--- config.mk ---
export PLATFORM = sky130hd
export DESIGN_NAME = sta_lta_onset_detector
export DESIGN_NICKNAME = d
export VERILOG_FILES = /design/src/hdl/stald_pkg.sv /design/src/hdl/stald_ctrl.sv /design/src/hdl/stald_dp.sv /design/src/hdl/sta_lta_onset_detector.sv
export SDC_FILE = /design/constraint.sdc
export NUM_CORES = 2
export LEC_CHECK = 0
export BUFFER_PORTS_ARGS = -buffer_cell sky130_fd_sc_hd__buf_2
export CORE_UTILIZATION = 40
export CTS_BUF_LIST = sky130_fd_sc_hd__clkbuf_4
export DETAILED_ROUTE_END_ITERATION = 7
export PLACE_DENSITY_LB_ADDON = 0.12
export SYNTH_ARGS = -nofsm -noshare
export SYNTH_HDL_FRONTEND = slang
export SYNTH_SLANG_ARGS = --single-unit
--- constraint.sdc ---
create_clock -name clk_i -period 12.7 [get_ports clk_i]
set_clock_uncertainty 0.05 [all_clocks]
set_input_delay 1.905 -clock clk_i [delete_from_list [all_inputs] [get_ports clk_i]]
set_output_delay 1.905 -clock clk_i [all_outputs]
set_load 0.05 [all_outputs]
--- src/hdl/stald_pkg.sv ---
// Shared constants, register codes and controller/datapath types of the STA/LTA onset detector.
package stald_pkg;

  // Sizing of the sample ring and of the windows
  localparam int unsigned RING_DEPTH  = 128;
  localparam int unsigned SAMPLE_BITS = 10;
  localparam int unsigned SHORT_MAX   = 16;

  // Derived widths
  localparam int unsigned PTR_W       = $clog2(RING_DEPTH);
  localparam int unsigned LEN_W       = $clog2(RING_DEPTH + 1);
  localparam int unsigned SLEN_W      = $clog2(SHORT_MAX + 1);
  localparam int unsigned SHORT_SUM_W = $clog2(SHORT_MAX * ((1 << SAMPLE_BITS) - 1) + 1);
  localparam int unsigned LONG_SUM_W  = $clog2(RING_DEPTH * ((1 << SAMPLE_BITS) - 1) + 1);

  // Configuration register widths and reset values
  localparam int unsigned SHORT_LEN_W  = 5;
  localparam int unsigned LONG_LEN_W   = 8;
  localparam int unsigned THRESH_W     = 12;
  localparam int unsigned CFG_DATA_W   = 12;
  localparam int unsigned CFG_ADDR_W   = 2;
  localparam logic [SHORT_LEN_W-1:0] SHORT_LEN_RST = SHORT_LEN_W'(5);
  localparam logic [LONG_LEN_W-1:0]  LONG_LEN_RST  = LONG_LEN_W'(75);
  localparam logic [THRESH_W-1:0]    THRESH_RST    = THRESH_W'(192);

  // Product widths for the cross-multiplied ratio compare
  localparam int unsigned FRAC_BITS = 4;
  localparam int unsigned SL_W      = SHORT_SUM_W + LEN_W;
  localparam int unsigned TL_W      = THRESH_W + LONG_SUM_W;
  localparam int unsigned RHS_W     = TL_W + SLEN_W;
  localparam int unsigned CMP_W     = (SL_W + FRAC_BITS > RHS_W) ? SL_W + FRAC_BITS : RHS_W;

  // Stream word widths
  localparam int unsigned IN_TDATA_W   = ((SAMPLE_BITS + 7) / 8) * 8;
  localparam int unsigned OUT_FIELDS_W = 2 + SHORT_SUM_W + LONG_SUM_W;
  localparam int unsigned OUT_TDATA_W  = ((OUT_FIELDS_W + 7) / 8) * 8;

  // Configuration register indexes
  typedef enum logic [CFG_ADDR_W-1:0] {
    REG_SHORT_LEN = 2'd0,
    REG_LONG_LEN  = 2'd1,
    REG_THRESHOLD = 2'd2
  } reg_idx_e;

  // Controller states
  typedef enum logic [2:0] {
    ST_IDLE,
    ST_UPDATE,
    ST_MUL,
    ST_MUL2,
    ST_FINISH
  } state_e;

  // Commands from controller to datapath
  typedef struct packed {
    logic accept;
    logic update;
    logic mul;
    logic mul2;
    logic finish;
  } cmd_t;

  // Status from datapath to controller
  typedef struct packed {
    logic result_ok;
    logic out_free;
  } sts_t;

endpackage

--- src/hdl/stald_ctrl.sv ---
// Controller state machine sequencing one sample through ring update, multiplies and compare.
module stald_ctrl import stald_pkg::*; (
  input  logic clk_i,
  input  logic rst_ni,
  input  logic s_tvalid_i,
  output logic s_tready_o,
  input  sts_t sts_i,
  output cmd_t cmd_o
);

  state_e state_q, state_d;

  // State register
  always_ff @(posedge clk_i or negedge rst_ni) begin
    if (!rst_ni) begin
      state_q <= ST_IDLE;
    end else begin
      state_q <= state_d;
    end
  end

  // Next state and commands
  always_comb begin
    state_d    = state_q;
    cmd_o      = '0;
    s_tready_o = 1'b0;
    unique case (state_q)
      ST_IDLE: begin
        s_tready_o = 1'b1;
        if (s_tvalid_i) begin
          cmd_o.accept = 1'b1;
          state_d      = ST_UPDATE;
        end
      end
      ST_UPDATE: begin
        cmd_o.update = 1'b1;
        state_d      = ST_MUL;
      end
      ST_MUL: begin
        cmd_o.mul = 1'b1;
        // no result while the long window fills or its sum is zero
        state_d = sts_i.result_ok ? ST_MUL2 : ST_IDLE;
      end
      ST_MUL2: begin
        cmd_o.mul2 = 1'b1;
        state_d    = ST_FINISH;
      end
      ST_FINISH: begin
        if (sts_i.out_free) begin
          cmd_o.finish = 1'b1;
          state_d      = ST_IDLE;
        end
      end
      default: begin
        state_d = ST_IDLE;
      end
    endcase
  end

  // At most one datapath command per cycle
  a_cmd_onehot: assert property (@(posedge clk_i) disable iff (!rst_ni)
    $onehot0(cmd_o)) else $error("more than one datapath command");

  // A result is only loaded into a free output register
  a_finish_free: assert property (@(posedge clk_i) disable iff (!rst_ni)
    cmd_o.finish |-> sts_i.out_free) else $error("result loaded over a pending word");

  // The update step always follows an accepted word
  a_accept_update: assert property (@(posedge clk_i) disable iff (!rst_ni)
    cmd_o.accept |=> cmd_o.update) else $error("accepted word not followed by update");

endmodule

--- src/hdl/stald_dp.sv ---
// Datapath: configuration registers, sample ring, running window sums, ratio compare and output.
module stald_dp import stald_pkg::*; (
  input  logic                   clk_i,
  input  logic                   rst_ni,
  input  logic                   cfg_we_i,
  input  logic [CFG_ADDR_W-1:0]  cfg_addr_i,
  input  logic [CFG_DATA_W-1:0]  cfg_wdata_i,
  input  logic [SAMPLE_BITS-1:0] sample_i,
  input  cmd_t                   cmd_i,
  output sts_t                   sts_o,
  input  logic                   m_tready_i,
  output logic                   m_tvalid_o,
  output logic                   onset_o,
  output logic                   above_o,
  output logic [SHORT_SUM_W-1:0] short_sum_o,
  output logic [LONG_SUM_W-1:0]  long_sum_o
);

  // Long window length saturated to 2..RING_DEPTH
  function automatic logic [LEN_W-1:0] eff_long(input logic [LONG_LEN_W-1:0] len);
    logic [31:0] v;
    v = 32'(len);
    if (v < 32'd2) v = 32'd2;
    if (v > 32'(RING_DEPTH)) v = 32'(RING_DEPTH);
    return LEN_W'(v);
  endfunction

  // Short window length saturated to 1..SHORT_MAX, then to the long length
  function automatic logic [SLEN_W-1:0] eff_short(input logic [SHORT_LEN_W-1:0] len,
                                                  input logic [LEN_W-1:0] lng);
    logic [31:0] v;
    v = 32'(len);
    if (v < 32'd1) v = 32'd1;
    if (v > 32'(SHORT_MAX)) v = 32'(SHORT_MAX);
    if (v > 32'(lng)) v = 32'(lng);
    return SLEN_W'(v);
  endfunction

  // Ring slot n words behind the write pointer
  function automatic logic [PTR_W-1:0] back_slot(input logic [PTR_W-1:0] wp,
                                                 input logic [LEN_W-1:0] n);
    logic [LEN_W:0] w;
    logic [LEN_W:0] d;
    w = (LEN_W + 1)'(wp);
    d = (LEN_W + 1)'(n);
    if (w >= d) begin
      w = w - d;
    end else begin
      w = w + (LEN_W + 1)'(RING_DEPTH) - d;
    end
    return PTR_W'(w);
  endfunction

  logic [SHORT_LEN_W-1:0] short_len_q;
  logic [LONG_LEN_W-1:0]  long_len_q;
  logic [THRESH_W-1:0]    thresh_q;
  logic                   restart;

  logic [LEN_W-1:0]       len_l;
  logic [SLEN_W-1:0]      len_s;

  logic [SAMPLE_BITS-1:0] ring_mem [RING_DEPTH];
  logic [SAMPLE_BITS-1:0] x_q;
  logic [SAMPLE_BITS-1:0] old_s_q;
  logic [SAMPLE_BITS-1:0] old_l_q;

  logic [PTR_W-1:0]       wp_q;
  logic [LEN_W-1:0]       fill_q;
  logic [SHORT_SUM_W-1:0] short_tot_q, short_tot_d;
  logic [LONG_SUM_W-1:0]  long_tot_q, long_tot_d;
  logic                   in_event_q;

  logic [SL_W-1:0]        sl_prod;
  logic [TL_W-1:0]        tl_prod;
  logic [CMP_W-1:0]       lhs_q;
  logic [TL_W-1:0]        tl_q;
  logic [CMP_W-1:0]       rhs_q;
  logic                   above;

  logic                   m_tvalid_q;
  logic                   onset_q;
  logic                   above_q;
  logic [SHORT_SUM_W-1:0] short_out_q;
  logic [LONG_SUM_W-1:0]  long_out_q;

  // Configuration registers; a length write restarts the windows
  always_ff @(posedge clk_i or negedge rst_ni) begin
    if (!rst_ni) begin
      short_len_q <= SHORT_LEN_RST;
      long_len_q  <= LONG_LEN_RST;
      thresh_q    <= THRESH_RST;
    end else if (cfg_we_i) begin
      unique case (cfg_addr_i)
        REG_SHORT_LEN: short_len_q <= cfg_wdata_i[SHORT_LEN_W-1:0];
        REG_LONG_LEN:  long_len_q  <= cfg_wdata_i[LONG_LEN_W-1:0];
        REG_THRESHOLD: thresh_q    <= cfg_wdata_i[THRESH_W-1:0];
        default: ;
      endcase
    end
  end

  assign restart = cfg_we_i &&
                   (cfg_addr_i == REG_SHORT_LEN || cfg_addr_i == REG_LONG_LEN);
  assign len_l   = eff_long(long_len_q);
  assign len_s   = eff_short(short_len_q, len_l);

  // Sample ring: two reads on accept, one write on update
  always_ff @(posedge clk_i) begin
    if (cmd_i.accept) begin
      old_s_q <= ring_mem[back_slot(wp_q, LEN_W'(len_s))];
      old_l_q <= ring_mem[back_slot(wp_q, len_l)];
    end
    if (cmd_i.update) begin
      ring_mem[wp_q] <= x_q;
    end
  end

  // Incoming sample held for the update step
  always_ff @(posedge clk_i) begin
    if (cmd_i.accept) begin
      x_q <= sample_i;
    end
  end

  // Running sums: drop the word leaving each window, add the new one
  always_comb begin
    short_tot_d = short_tot_q + SHORT_SUM_W'(x_q);
    long_tot_d  = long_tot_q + LONG_SUM_W'(x_q);
    if (32'(fill_q) >= 32'(len_s)) short_tot_d = short_tot_d - SHORT_SUM_W'(old_s_q);
    if (fill_q >= len_l) long_tot_d = long_tot_d - LONG_SUM_W'(old_l_q);
  end

  // Window state
  always_ff @(posedge clk_i or negedge rst_ni) begin
    if (!rst_ni) begin
      wp_q        <= '0;
      fill_q      <= '0;
      short_tot_q <= '0;
      long_tot_q  <= '0;
      in_event_q  <= 1'b0;
    end else if (restart) begin
      wp_q        <= '0;
      fill_q      <= '0;
      short_tot_q <= '0;
      long_tot_q  <= '0;
      in_event_q  <= 1'b0;
    end else begin
      if (cmd_i.update) begin
        wp_q        <= (32'(wp_q) == RING_DEPTH - 1) ? '0 : wp_q + PTR_W'(1);
        short_tot_q <= short_tot_d;
        long_tot_q  <= long_tot_d;
        if (fill_q < len_l) fill_q <= fill_q + LEN_W'(1);
      end
      if (cmd_i.finish) begin
        in_event_q <= above;
      end
    end
  end

  // Ratio compare: short_sum * L * 16 against threshold * long_sum * S
  assign sl_prod = SL_W'(short_tot_q) * SL_W'(len_l);
  assign tl_prod = TL_W'(thresh_q) * TL_W'(long_tot_q);

  always_ff @(posedge clk_i) begin
    if (cmd_i.mul) begin
      lhs_q <= CMP_W'({sl_prod, {FRAC_BITS{1'b0}}});
      tl_q  <= tl_prod;
    end
    if (cmd_i.mul2) begin
      rhs_q <= CMP_W'(RHS_W'(tl_q) * RHS_W'(len_s));
    end
  end

  assign above = lhs_q > rhs_q;

  // Output register
  always_ff @(posedge clk_i or negedge rst_ni) begin
    if (!rst_ni) begin
      m_tvalid_q <= 1'b0;
    end else if (cmd_i.finish) begin
      m_tvalid_q <= 1'b1;
    end else if (m_tready_i) begin
      m_tvalid_q <= 1'b0;
    end
  end

  always_ff @(posedge clk_i) begin
    if (cmd_i.finish) begin
      onset_q     <= above & ~in_event_q;
      above_q     <= above;
      short_out_q <= short_tot_q;
      long_out_q  <= long_tot_q;
    end
  end

  assign sts_o.result_ok = (fill_q >= len_l) && (long_tot_q != '0);
  assign sts_o.out_free  = ~m_tvalid_q | m_tready_i;

  assign m_tvalid_o  = m_tvalid_q;
  assign onset_o     = onset_q;
  assign above_o     = above_q;
  assign short_sum_o = short_out_q;
  assign long_sum_o  = long_out_q;

  // The short window is never longer than the long one
  a_sum_order: assert property (@(posedge clk_i) disable iff (!rst_ni)
    long_tot_q >= LONG_SUM_W'(short_tot_q)) else $error("short sum exceeds long sum");

  // An onset word always reports the ratio above the threshold
  a_onset_above: assert property (@(posedge clk_i) disable iff (!rst_ni)
    m_tvalid_q && onset_q |-> above_q) else $error("onset without crossing");

  // Fill count never passes the long window length
  a_fill_bound: assert property (@(posedge clk_i) disable iff (!rst_ni)
    fill_q <= len_l) else $error("fill count beyond long window");

  // A finished word marks the event latch
  a_event_set: assert property (@(posedge clk_i) disable iff (!rst_ni)
    cmd_i.finish && above |=> in_event_q) else $error("event latch not set");

endmodule

--- src/hdl/sta_lta_onset_detector.sv ---
// Top level of the STA/LTA onset detector: stream ports, controller and datapath.
// A sample word is taken only in the idle state, so a new one waits until the last is through.
// Samples that give no result go back to idle after the first multiply step;
// the controller walks ring read, sum update and two multiply steps through one datapath.
// A pending result word that is not taken holds the next one in its last step.
// Reset (asynchronous, active low): registers to 5/75/192, windows empty; ring not cleared.
module sta_lta_onset_detector import stald_pkg::*; (
  input  logic                    clk_i,
  input  logic                    rst_ni,
  // configuration writes
  input  logic                    cfg_we_i,
  input  logic [CFG_ADDR_W-1:0]   cfg_addr_i,
  input  logic [CFG_DATA_W-1:0]   cfg_wdata_i,
  // sample words
  input  logic                    s_tvalid_i,
  output logic                    s_tready_o,
  input  logic [IN_TDATA_W-1:0]   s_tdata_i,   // sample
  // result words
  output logic                    m_tvalid_o,
  input  logic                    m_tready_i,
  output logic [OUT_TDATA_W-1:0]  m_tdata_o    // onset, above_threshold, short_sum, long_sum
);

  cmd_t                   cmd;
  sts_t                   sts;
  logic                   onset;
  logic                   above;
  logic [SHORT_SUM_W-1:0] short_sum;
  logic [LONG_SUM_W-1:0]  long_sum;

  stald_ctrl u_ctrl (
    .clk_i      (clk_i),
    .rst_ni     (rst_ni),
    .s_tvalid_i (s_tvalid_i),
    .s_tready_o (s_tready_o),
    .sts_i      (sts),
    .cmd_o      (cmd)
  );

  stald_dp u_dp (
    .clk_i       (clk_i),
    .rst_ni      (rst_ni),
    .cfg_we_i    (cfg_we_i),
    .cfg_addr_i  (cfg_addr_i),
    .cfg_wdata_i (cfg_wdata_i),
    .sample_i    (s_tdata_i[SAMPLE_BITS-1:0]),
    .cmd_i       (cmd),
    .sts_o       (sts),
    .m_tready_i  (m_tready_i),
    .m_tvalid_o  (m_tvalid_o),
    .onset_o     (onset),
    .above_o     (above),
    .short_sum_o (short_sum),
    .long_sum_o  (long_sum)
  );

  // Pack result fields from the lowest bit up
  assign m_tdata_o = OUT_TDATA_W'({long_sum, short_sum, above, onset});

endmodule

==> results.py <==
metrics = {
    "status": {
        "outcome": "finished, final reports clean",
    },
    "logic_synthesis": {
        "yosysTopAreaCell": "edfxtp_1",
        "synth_top_area_share_pct": 50.5,
        "synthTopCellsByArea": "edfxtp_1 51%, mux4_2 22%, fa_1 7.3%",
        "synth-async-reset-ratio_pct": 5.05,
        "syn_area_um2": 84900,
        "seq_area_frac_synth_pct": 52.8,
        "syn_area_per_cell_um2": 16.2,
        "syn_inst": 5248,
        "synth_edf_count": 1428,
        "yosysWarnings": 0,
        "ys_types": 83,
        "ys.flop_type": "edfxtp_1",
        "synth_seq_cells": 1504,
    },
    "clock_network": {
        "clock-sinks": 1504,
        "numCtsBuffers": 413,
        "cts.clk_slew.worst_paths_ps": 70,
        "clock-root-buffer": "clkbuf_4",
        "cts_setup_buffers": 0,
        "cts_tree": "yes",
        "cts_hold_buf": 0,
        "htree_levels": 5,
        "clk_latency_ps": 1420,
        "cts_resized": 0,
        "clockBufferDepth": 4,
    },
    "sta": {
        "finalSetupTns_ps": 0,
        "rsz0062_at_grt": "false",
        "max_freq_mhz": 118,
        "hold_viol_final": 0,
        "fin_ws_ps": 4240,
        "setup_viol": 0,
        "period_minus_slack_ps": 8460,
        "max_slew_margin_pct": 22.1,
        "period_share_pct": 66.6,
        "tightestPinTransition_ps": 1170,
        "slew_violations": 0,
        "hold_slack_ps": 468,
    },
    "route": {
        "drc": 0,
        "drt_iter0_drc": 4598,
        "routed_wl_um": 249000,
        "wl_per_cell_um": 28.6,
        "via_per_inst": 5.83,
        "dr.pass1.iters": 5,
        "vias": 50700,
        "ant_nets": 0,
    },
    "hold_path": {
        "holdCritPathClass": "input pin to asynchronous set/reset pin",
    },
    "placement": {
        "dp_worst_setup_slack_ps": 4250,
        "gp_congestion": 0.804,
        "hpwl_um": 154000,
        "portBuffers": 63,
    },
    "grt": {
        "grt.total_usage_pct": 23.3,
        "overflow": 0,
        "grt_pass1_wl_um": 363000,
        "grt_pass1_vias": 52900,
        "antenna_found_initial": 8,
        "grt_max_degree": 131,
    },
    "layout": {
        "syn_to_final_growth_pct": 11.1,
        "final_common_cell": "edfxtp_1",
        "n_fill_cell": 18600,
        "layout_common_cells": "1428 x edfxtp_1, 820 x mux4_2, 587 x clkbuf_4",
        "drive_gt1_share_pct": 31.1,
        "fin_nets": 6187,
    },
    "die": {
        "initial_utilization_pct": 40.4,
        "ios": 77,
        "die_w_um": 463,
        "die_h_um": 463,
        "row_count": 168,
        "core_area_um2": 210000,
        "die_area_um2": 214000,
    },
    "setup_path": {
        "end_kind": "flop",
        "crit_required_ps": 13690,
        "start_kind": "flop",
        "crit_path_max_fanout": 58,
        "arrival_ps": 9450,
        "path_class": "flop to flop",
    },
    "power": {
        "power_density_nw_per_um2": 283,
        "power.leakage_uw": 0.0337,
        "peakVddDrop_mv": 0.321,
    },
    "job": {
        "maxCapViolations": 0,
    },
}
==> per-stage QoR <==
| step | total power [uW] | cells | instance area (um2) | util (%) |
|---|---|---|---|---|
| after floorplan | 17500 | 5254 | 84900 | - |
| after global placement | 22700 | 7989 | 89200 | 42.5 |
| after detailed placement | 22700 | 7989 | 89200 | 42.5 |
| after CTS | 27000 | 8696 | 94200 | 44.8 |
| after global routing | 28300 | 8698 | 94200 | 44.8 |
| final | 26700 | 8702 | 94300 | 44.8 |
==> per-layer routing <==
| metal | vias up | routed length (um) | global-route usage (%) |
|---|---|---|---|
| met2 | 2228 | 124000 | 39.1 |
| met3 | 378 | 17900 | 4.54 |
| met4 | 2 | 7630 | 7.86 |
| met1 | 26900 | 99800 | 30.3 |
| li1 | 21200 | - | - |
| met5 | - | 19 | 0 |
==> final timing paths <==
kind	startpoint	endpoint	slack, ps	cells past startpoint
worst min-delay path	rst_ni	u_dp.in_event_q	470	1
worst min register to register	u_dp.long_len_q[4]	u_dp.long_len_q[4]	470	1
worst max-delay path	u_dp.long_len_q[7]	u_dp.old_s_q[4]	4240	24
min in group clk_i	u_dp.long_len_q[4]	u_dp.long_len_q[4]	470	1
worst max register to register	u_dp.long_len_q[7]	u_dp.old_s_q[4]	4240	24
max in group asynchronous	rst_ni	u_dp.long_tot_q[16]	10940	2
==> synthesized netlist by cell type, types with 29 or more instances <==
cell type	count
a21o_1	59
a21oi_1	93
and2_1	166
buf_1	39
buf_2	37
clkbuf_1	225
dfrtp_1	68
edfxtp_1	1428
fa_1	309
ha_1	244
inv_1	407
mux2_2	57
mux2i_1	30
mux4_2	820
nand2_1	358
nand3_1	34
nor2_1	258
nor2b_1	79
nor3_1	41
o21ai_0	29
o21ai_1	50
xnor2_1	77
xor2_1	43
==> area by class of cell <==
cell class,count,area (um2),share of cell area (%)
flip-flops and latches,1504,44800,47.5
multi-input cells,3026,37600,39.9
clock buffers,587,4410,4.68
well taps,2805,3510,3.72
repair buffers,242,1800,1.91
inverters,412,1550,1.64
clock inverters,120,589,0.625
diodes,6,15.0,0.0159
==> critical path, stage by stage (launching register included) <==
cell	delay (ps)
dfrtp_1	370
buf_4	230
or3_1	480
nor2_1	200
nor2_1	60
nor2_1	80
buf_4	280
inv_1	210
ha_1	320
nor2b_1	120
o21a_1	120
o21ai_1	50
nand2b_1	70
a21oi_1	60
a311oi_1	240
buf_4	220
mux2i_4	220
buf_4	370
inv_2	100
fa_4	1310
buf_4	890
mux4_2	420
mux4_2	570
mux4_2	600
mux2_2	350
==> power breakdown <==
group	switching, uW	internal, uW
Clock	2040	2190
Sequential	408	6200
Combinational	8890	6930
Total	11300	15300
==> logic make-up after synthesis <==
group           synth area share [%]
fa+ha+maj                       10.9
buf+inv                         3.31
xor+xnor                        1.24
mux                             22.9
simple gates                    5.85
other cells                  0.00442
flops                           52.8
compound gates                  3.05
==> state kept, by name, indices dropped and copies added, names as in the netlist, 10 cells and up <==
name	cells
u_dp.lhs_q	22
u_dp.long_sum_o	17
u_dp.long_tot_q	17
u_dp.old_l_q	10
u_dp.old_s_q	10
u_dp.rhs_q	34
u_dp.ring_mem	1280
u_dp.short_sum_o	14
u_dp.short_tot_q	14
u_dp.thresh_q	12
u_dp.tl_q	29
u_dp.x_q	10
Power figures use the tool's default switching activity.
